$ cat src/assert_macros.svh
// ---------------------------------------------------------------------------
// assert_macros.svh
// Clocked assertion helpers used by the request handler.
// ---------------------------------------------------------------------------
`ifndef ASSERT_MACROS_SVH
`define ASSERT_MACROS_SVH

// Assertion sampled on clk, switched off while rst_n is low
`define ASSERT_CLK(label, prop, msg) \
  label: assert property (@(posedge clk) disable iff (!rst_n) prop) else $error(msg);

// Implication sampled on clk, switched off while rst_n is low
`define ASSERT_IMPL(label, ante, cons, msg) \
  `ASSERT_CLK(label, (ante) |-> (cons), msg)

`endif

$ cat src/usr_pkg.sv
// ---------------------------------------------------------------------------
// usr_pkg
// Types and codes for the standard setup request handler.
// ---------------------------------------------------------------------------
package usr_pkg;

  // Reset value of the highest answered string descriptor index
  localparam logic [7:0] MAX_STRING_INDEX_RST = 8'd3;

  // Request type fields, recipient codes and the address limit
  localparam logic [7:0] TYPE_MASK  = 8'h60;
  localparam logic [7:0] RECIP_MASK = 8'h1F;
  localparam logic [4:0] RECIP_DEVICE    = 5'd0;
  localparam logic [4:0] RECIP_ENDPOINT  = 5'd2;
  localparam logic [15:0] ADDR_MAX = 16'd127;

  // Standard request codes
  localparam logic [7:0] REQ_GET_STATUS        = 8'h00;
  localparam logic [7:0] REQ_CLEAR_FEATURE     = 8'h01;
  localparam logic [7:0] REQ_SET_FEATURE       = 8'h03;
  localparam logic [7:0] REQ_SET_ADDRESS       = 8'h05;
  localparam logic [7:0] REQ_GET_DESCRIPTOR    = 8'h06;
  localparam logic [7:0] REQ_GET_CONFIGURATION = 8'h08;
  localparam logic [7:0] REQ_SET_CONFIGURATION = 8'h09;

  // Descriptor types
  localparam logic [7:0] DESC_DEVICE = 8'h01;
  localparam logic [7:0] DESC_CONFIG = 8'h02;
  localparam logic [7:0] DESC_STRING = 8'h03;

  typedef enum logic [1:0] {
    ACT_STALL = 2'd0,
    ACT_ZLP   = 2'd1,
    ACT_DATA  = 2'd2,
    ACT_DESC  = 2'd3
  } action_t;

  typedef enum logic [1:0] {
    ST_DEFAULT    = 2'd0,
    ST_ADDRESS    = 2'd1,
    ST_CONFIGURED = 2'd2
  } dev_state_t;

  // One setup packet
  typedef struct packed {
    logic [15:0] request_length;
    logic [15:0] request_index;
    logic [15:0] request_value;
    logic [7:0]  request_code;
    logic [7:0]  request_type;
  } setup_t;

  // One decoded answer
  typedef struct packed {
    action_t     action;
    logic [1:0]  reply_bytes;
    logic [15:0] reply_data;
    logic        address_update;
    logic [6:0]  device_address;
    dev_state_t  device_state;
    logic [7:0]  descriptor_type;
    logic [7:0]  descriptor_index;
    logic [15:0] length_limit;
  } answer_t;

endpackage

$ cat src/usr_decode.sv
// ---------------------------------------------------------------------------
// usr_decode
// Combinational decode of one setup packet against the device state.
// ---------------------------------------------------------------------------
module usr_decode
  import usr_pkg::*;
(
  input  setup_t     setup,
  input  dev_state_t state_cur,
  input  logic [6:0] addr_cur,
  input  logic [7:0] max_string_index,
  output answer_t    answer,
  output dev_state_t state_nxt,
  output logic [6:0] addr_nxt
);

  logic [4:0] recip;
  logic       type_std;
  logic       recip_ok;
  logic [7:0] hi;
  logic [7:0] lo;
  logic       desc_ok;

  assign recip    = setup.request_type[4:0] & RECIP_MASK[4:0];
  assign type_std = (setup.request_type & TYPE_MASK) == 8'h00;
  assign recip_ok = recip <= RECIP_ENDPOINT;
  assign hi       = setup.request_value[15:8];
  assign lo       = setup.request_value[7:0];

  // Check the requested descriptor against what the device offers
  always_comb begin
    case (hi)
      DESC_DEVICE: desc_ok = 1'b1;
      DESC_CONFIG: desc_ok = (lo == 8'h00);
      DESC_STRING: desc_ok = (lo == 8'h00) || (lo <= max_string_index);
      default:     desc_ok = 1'b0;
    endcase
  end

  // Decode the request and work out the next device state
  always_comb begin
    answer    = '0;
    answer.action = ACT_STALL;
    state_nxt = state_cur;
    addr_nxt  = addr_cur;
    if (type_std) begin
      case (setup.request_code)
        REQ_GET_STATUS: begin
          if (recip_ok) begin
            answer.action      = ACT_DATA;
            answer.reply_bytes = 2'd2;
          end
        end
        REQ_CLEAR_FEATURE, REQ_SET_FEATURE: begin
          if (recip_ok) answer.action = ACT_ZLP;
        end
        REQ_SET_ADDRESS: begin
          if (recip == RECIP_DEVICE && setup.request_value <= ADDR_MAX &&
              setup.request_index == 16'h0000 && setup.request_length == 16'h0000) begin
            addr_nxt  = setup.request_value[6:0];
            state_nxt = (setup.request_value == 16'h0000) ? ST_DEFAULT : ST_ADDRESS;
            answer.address_update = 1'b1;
            answer.action         = ACT_ZLP;
          end
        end
        REQ_GET_DESCRIPTOR: begin
          if (recip == RECIP_DEVICE && desc_ok) begin
            answer.action           = ACT_DESC;
            answer.descriptor_type  = hi;
            answer.descriptor_index = lo;
            answer.length_limit     = setup.request_length;
          end
        end
        REQ_GET_CONFIGURATION: begin
          if (setup.request_value == 16'h0000 && setup.request_index == 16'h0000 &&
              setup.request_length == 16'd1) begin
            answer.action      = ACT_DATA;
            answer.reply_bytes = 2'd1;
            answer.reply_data  = {15'd0, state_cur == ST_CONFIGURED};
          end
        end
        REQ_SET_CONFIGURATION: begin
          if (hi == 8'h00 && setup.request_index == 16'h0000 &&
              setup.request_length == 16'h0000) begin
            state_nxt     = (lo == 8'h00) ? ST_ADDRESS : ST_CONFIGURED;
            answer.action = ACT_ZLP;
          end
        end
        default: begin
          answer.action = ACT_STALL;
        end
      endcase
    end
    answer.device_address = addr_nxt;
    answer.device_state   = state_nxt;
  end

endmodule

$ cat src/usb_standard_request_handler.sv
// ---------------------------------------------------------------------------
// usb_standard_request_handler
// Standard setup request decoder keeping device state and address.
// ---------------------------------------------------------------------------
// Usage:
//   in_*  : one setup packet per beat, tdata from bit 0 up: request_type,
//           request_code, request_value, request_index, request_length.
//   out_* : one answer per packet; tuser carries the action code, tdata the
//           reply and state fields.
//   cfg_* : write of max_string_index, always ready; write it while idle.
// Path: the input beat is held in the input register, then its answer in
//   the result register, which drives out_*.
// Throughput: one packet per cycle while out_tready is high; the only logic
//   between the two registers is the request decode and the state update.
// Reset: device state default, address 0, max_string_index 3, both
//   pipeline registers empty.
// Stall: while out_tready is low the answer holds; one more packet waits in
//   the input register, after which in_tready drops.
// ---------------------------------------------------------------------------
module usb_standard_request_handler
  import usr_pkg::*;
#(
  parameter logic [7:0] MaxStringIndexRst = MAX_STRING_INDEX_RST
) (
  input  logic        clk,
  input  logic        rst_n,
  // setup packet
  input  logic        in_tvalid,
  output logic        in_tready,
  // [7:0] request_type, [15:8] request_code, [31:16] request_value,
  // [47:32] request_index, [63:48] request_length
  input  logic [63:0] in_tdata,
  // answer
  output logic        out_tvalid,
  input  logic        out_tready,
  // [1:0] action
  output logic [1:0]  out_tuser,
  // [1:0] reply_bytes, [17:2] reply_data, [18] address_update,
  // [25:19] device_address, [27:26] device_state, [35:28] descriptor_type,
  // [43:36] descriptor_index, [59:44] length_limit, [63:60] zero
  output logic [63:0] out_tdata,
  // configuration write
  input  logic        cfg_valid,
  output logic        cfg_ready,
  input  logic [7:0]  cfg_data
);

  `include "assert_macros.svh"

  logic       in_valid_r;
  setup_t     in_r;
  logic       out_valid_r;
  answer_t    out_r;
  dev_state_t state_r;
  logic [6:0] addr_r;
  logic [7:0] max_string_index_r;

  answer_t    answer;
  dev_state_t state_nxt;
  logic [6:0] addr_nxt;
  logic       advance;

  // Move the held packet on when the result register is free or draining
  assign advance   = in_valid_r && (!out_valid_r || out_tready);
  assign in_tready = !in_valid_r || advance;
  assign cfg_ready = 1'b1;

  usr_decode u_decode (
    .setup            (in_r),
    .state_cur        (state_r),
    .addr_cur         (addr_r),
    .max_string_index (max_string_index_r),
    .answer           (answer),
    .state_nxt        (state_nxt),
    .addr_nxt         (addr_nxt)
  );

  // Hold the configuration register
  always_ff @(posedge clk) begin
    if (!rst_n) begin
      max_string_index_r <= MaxStringIndexRst;
    end else if (cfg_valid && cfg_ready) begin
      max_string_index_r <= cfg_data;
    end
  end

  // Input register
  always_ff @(posedge clk) begin
    if (!rst_n) begin
      in_valid_r <= 1'b0;
    end else if (in_tready) begin
      in_valid_r <= in_tvalid;
    end
  end

  always_ff @(posedge clk) begin
    if (in_tvalid && in_tready) begin
      in_r <= setup_t'(in_tdata);
    end
  end

  // Update device state as each packet is decoded
  always_ff @(posedge clk) begin
    if (!rst_n) begin
      state_r <= ST_DEFAULT;
      addr_r  <= 7'd0;
    end else if (advance) begin
      state_r <= state_nxt;
      addr_r  <= addr_nxt;
    end
  end

  // Result register
  always_ff @(posedge clk) begin
    if (!rst_n) begin
      out_valid_r <= 1'b0;
    end else if (advance) begin
      out_valid_r <= 1'b1;
    end else if (out_tready) begin
      out_valid_r <= 1'b0;
    end
  end

  always_ff @(posedge clk) begin
    if (advance) begin
      out_r <= answer;
    end
  end

  assign out_tvalid = out_valid_r;
  assign out_tuser  = out_r.action;
  assign out_tdata  = {4'd0, out_r.length_limit, out_r.descriptor_index,
                       out_r.descriptor_type, out_r.device_state, out_r.device_address,
                       out_r.address_update, out_r.reply_data, out_r.reply_bytes};

  // Reply fields stay clear unless the answer is a data reply
  `ASSERT_IMPL(a_reply_only_data, out_valid_r && out_r.action != ACT_DATA, out_r.reply_bytes == 2'd0 && out_r.reply_data == 16'h0000, "reply fields set without a data reply")
  // An address change is always acknowledged with zero-length status
  `ASSERT_IMPL(a_addr_update_zlp, out_valid_r && out_r.address_update, out_r.action == ACT_ZLP && out_r.device_address == addr_r, "address update without status or with stale address")
  // Never take a packet while both registers are full and stalled
  `ASSERT_IMPL(a_no_overrun, in_valid_r && out_valid_r && !out_tready, !in_tready, "input taken while pipeline is full")

endmodule

$ cat config.mk
export PLATFORM = sky130hd
export DESIGN_NAME = usb_standard_request_handler
export DESIGN_NICKNAME = d
export VERILOG_FILES = /design/src/usr_pkg.sv /design/src/usr_decode.sv /design/src/usb_standard_request_handler.sv
export VERILOG_INCLUDE_DIRS = /design/src /design/src/src
export SDC_FILE = /design/constraint.sdc
export NUM_CORES = 1
export LEC_CHECK = 0
export BUFFER_PORTS_ARGS = -buffer_cell sky130_fd_sc_hd__buf_2
export CORE_MARGIN = 3
export CORE_UTILIZATION = 30
export CTS_BUF_LIST = sky130_fd_sc_hd__clkbuf_8
export CTS_CLUSTER_SIZE = 12
export DETAILED_ROUTE_END_ITERATION = 10
export PLACE_DENSITY = 0.54
export SLEW_MARGIN = 40
export SYNTH_ARGS = -nofsm -noshare
export SYNTH_HDL_FRONTEND = slang
export SYNTH_SLANG_ARGS = --single-unit
$ cat constraint.sdc
create_clock -name clk -period 3.8 [get_ports clk]
set_input_delay 0.19 -clock clk [delete_from_list [all_inputs] [get_ports clk]]
set_output_delay 0.19 -clock clk [all_outputs]
set_load 0.01 [all_outputs]
==> results.json <==
{
  "wire_per_inst_um": 14.3,
  "synthArstFlopShare": 0,
  "r2r_cells": 6,
  "cts.sinks": 129,
  "fp.dieW_um": 137,
  "hold_class": "in -> reg",
  "drv_slew": 0,
  "synthCells": 364,
  "synth-edff-count": 110,
  "grt_max_degree": 40,
  "power_density_mw_per_mm2": 431,
  "core.rowCount": 47,
  "ys_ff_latch": 129,
  "period_share": 0.683,
  "path_clk_slew_ns": 0.07,
  "clockBufferDepth": 2,
  "layout_common_cells": "buf_2 (124), edfxtp_1 (110), dlygate4sd3_1 (71)",
  "initial_core_util": 0.309,
  "wl_um": 11700,
  "setup_violations": 0,
  "cts_made_buffers": 17,
  "insertion_delay_ns": 0.44,
  "r2r_end": "addr_r[1]",
  "die_h_um": 137,
  "core_area_mm2": 0.0167,
  "hold_violations": 0,
  "clockRootBuffer": "clkbuf_8",
  "cts-resized-gates": 0,
  "grt_pass1_wl_um": 18100,
  "path_max_fanout": 14,
  "synth_area_per_cell_um2": 14.2,
  "final_nets": 666,
  "synth_top_area_share": 0.639,
  "relSlewSlack": 0.475,
  "synth_area_leaders": "edfxtp_1 (64%), dfxtp_1 (7.4%), and2_1 (3.1%)",
  "outcome": "finished, final reports clean",
  "htree_num_levels": 4,
  "hold_path_depth": 3,
  "maxCapViolations": 0,
  "hpwl_um": 7920,
  "reg2reg_slack_ns": 1.20,
  "crit_type": "reg -> reg",
  "overflow": 0,
  "dpl-instance-area_mm2": 0.00601,
  "leakagePower_uw": 0.00271,
  "synth_top_cell_by_area": "edfxtp_1",
  "drt-initial-drc-count": 247,
  "grt_pass1_vias": 3555,
  "dr_total_vias": 3562,
  "ir_drop_mv": 0.302,
  "detail-route-antenna-nets": 0,
  "cp-start-kind": "flop",
  "grt_antenna_before_repair": 0,
  "whs_endpoint": "max_string_index_r[4]",
  "fmax_ghz": 0.385,
  "drt_pass1_iterations": 5,
  "syn-cell-area_mm2": 0.00517,
  "drive_above_1_share": 0.295,
  "route.detailed.drc": 0,
  "rsz0062_at_grt": "no",
  "cp.arrival_ns": 2.95,
  "numPortBuffers": 124,
  "crit_required_ns": 4.15,
  "final_common_cell": "buf_2",
  "grt.total_usage": 0.129,
  "holdCritStartpoint": "cfg_data[4]",
  "synth_ff_type": "edfxtp_1",
  "place.gp.congestion": 0.850,
  "cp-end-kind": "flop",
  "syn2layout_area_growth_pct": 37.9,
  "via_per_inst": 4.38,
  "dieArea_mm2": 0.0188,
  "synth.yosys.seq_area_share": 0.713,
  "num_io_pins": 146,
  "finalClockSkew_ns": 0.0146,
  "post_cts_buffers": 0,
  "fin_area_mm2": 0.00713,
  "reg2reg_from": "in_r[58]",
  "num_antenna_cells": 0,
  "worst_pin_slew_ns": 0.768,
  "tritoncts": "yes",
  "final.min_clock_period_ns": 2.60,
  "synth_cell_type_count": 53,
  "fin_tns_setup_ns": 0,
  "yosys_warnings": 0
}
==> where the power goes <==
| group | switching, µW | internal [µW] |
|---|---|---|
| sequential | 34.8 | 1610 |
| clock | 594 | 600 |
| combinational | 113 | 118 |
==> layout make-up <==
type                       instances  area (µm²)
fill                            1545        9580
sequential                       129        3680
timing repair buffer             200        1370
multi-input combinational        221        1350
tap                              220         275
clock buffer                      17         234
clock inverter                    15         171
inverter                          12        45.0
==> state kept, by name (all words and copies together) (netlist names) <==
| register | count |
|---|---|
| in_r | 63 |
| out_tdata | 45 |
| max_string_index_r | 8 |
| addr_r | 7 |
| out_tuser | 2 |
| state_r | 2 |
| in_valid_r | 1 |
| out_tvalid | 1 |
==> worst max-delay path, stage by stage (launching register included) <==
cell	delay [ns]
edfxtp_1	0.38
nor4_1	0.43
nand3_1	0.23
or3_2	0.60
nor3b_4	0.53
nand3_1	0.14
a21boi_0	0.20
==> worst max-delay path by stage <==
stage / depth (start not counted) / from / endpoint / slack (ns)
after detailed placement: 6 / in_r[58] / addr_r[1] / 1.20
after global placement: 6 / in_r[58] / addr_r[0] / 1.25
after CTS: 6 / in_r[58] / addr_r[1] / 1.17
after global routing: 6 / in_r[26] / addr_r[2] / 0.82
after floorplan: 6 / out_tvalid / addr_r[0] / 1.15
final: 6 / in_r[58] / addr_r[1] / 1.20
==> per-layer routing <==
layer | up-vias | global-route usage | share of wire
met3 | 12 | 0.0471 | 0.074
met4 | 0 | 0.0421 | 0.013
met2 | 148 | 0.213 | 0.49
li1 | 1743 | - | -
met5 | - | 0 | 0
met1 | 1659 | 0.157 | 0.42
==> metrics by stage <==
stage | cells | utilization | setup slack [ns] | power, µW | hold WS [ns]
2_1_floorplan | 388 | - | 1.15 | 1770 | 0.289
3_3_place_gp | 711 | 0.360 | 1.25 | 1850 | 0.366
3_5_place_dp | 711 | 0.360 | 1.20 | 1850 | 0.368
4_1_cts | 814 | 0.427 | 1.17 | 3110 | 0.0221
5_1_grt | 814 | 0.427 | 0.824 | 3210 | 0.0467
6_report | 814 | 0.427 | 1.20 | 3070 | 0.0527
==> logic make-up after synthesis <==
group	after synthesis	share of synthesized area
buffers and inverters	38	0.0441
multiplexers	7	0.0136
flip-flops	129	0.713
XOR/XNOR	1	0.00170
adder cells (fa/ha/maj)	8	0.0194
AO/OA/AOI/OAI	39	0.0499
other	2	0.00145
AND/OR/NAND/NOR	140	0.157
==> what timing repair did <==
item,in CTS,in global routing
hold endpoints to repair,71,0
setup endpoints to repair,0,0
hold buffers,71,0
==> synthesized netlist by cell type (6+ instances only) <==
library cell	count
a21oi_1	10
buf_4	20
nand4_1	6
dfxtp_1	19
nand3_1	13
ha_1	8
nand2_1	34
mux2i_1	7
nor4_1	10
nor2_1	9
edfxtp_1	110
nor3_1	7
and2_1	26
inv_1	11
nor2b_1	10
(Power assumes the default switching activity.)
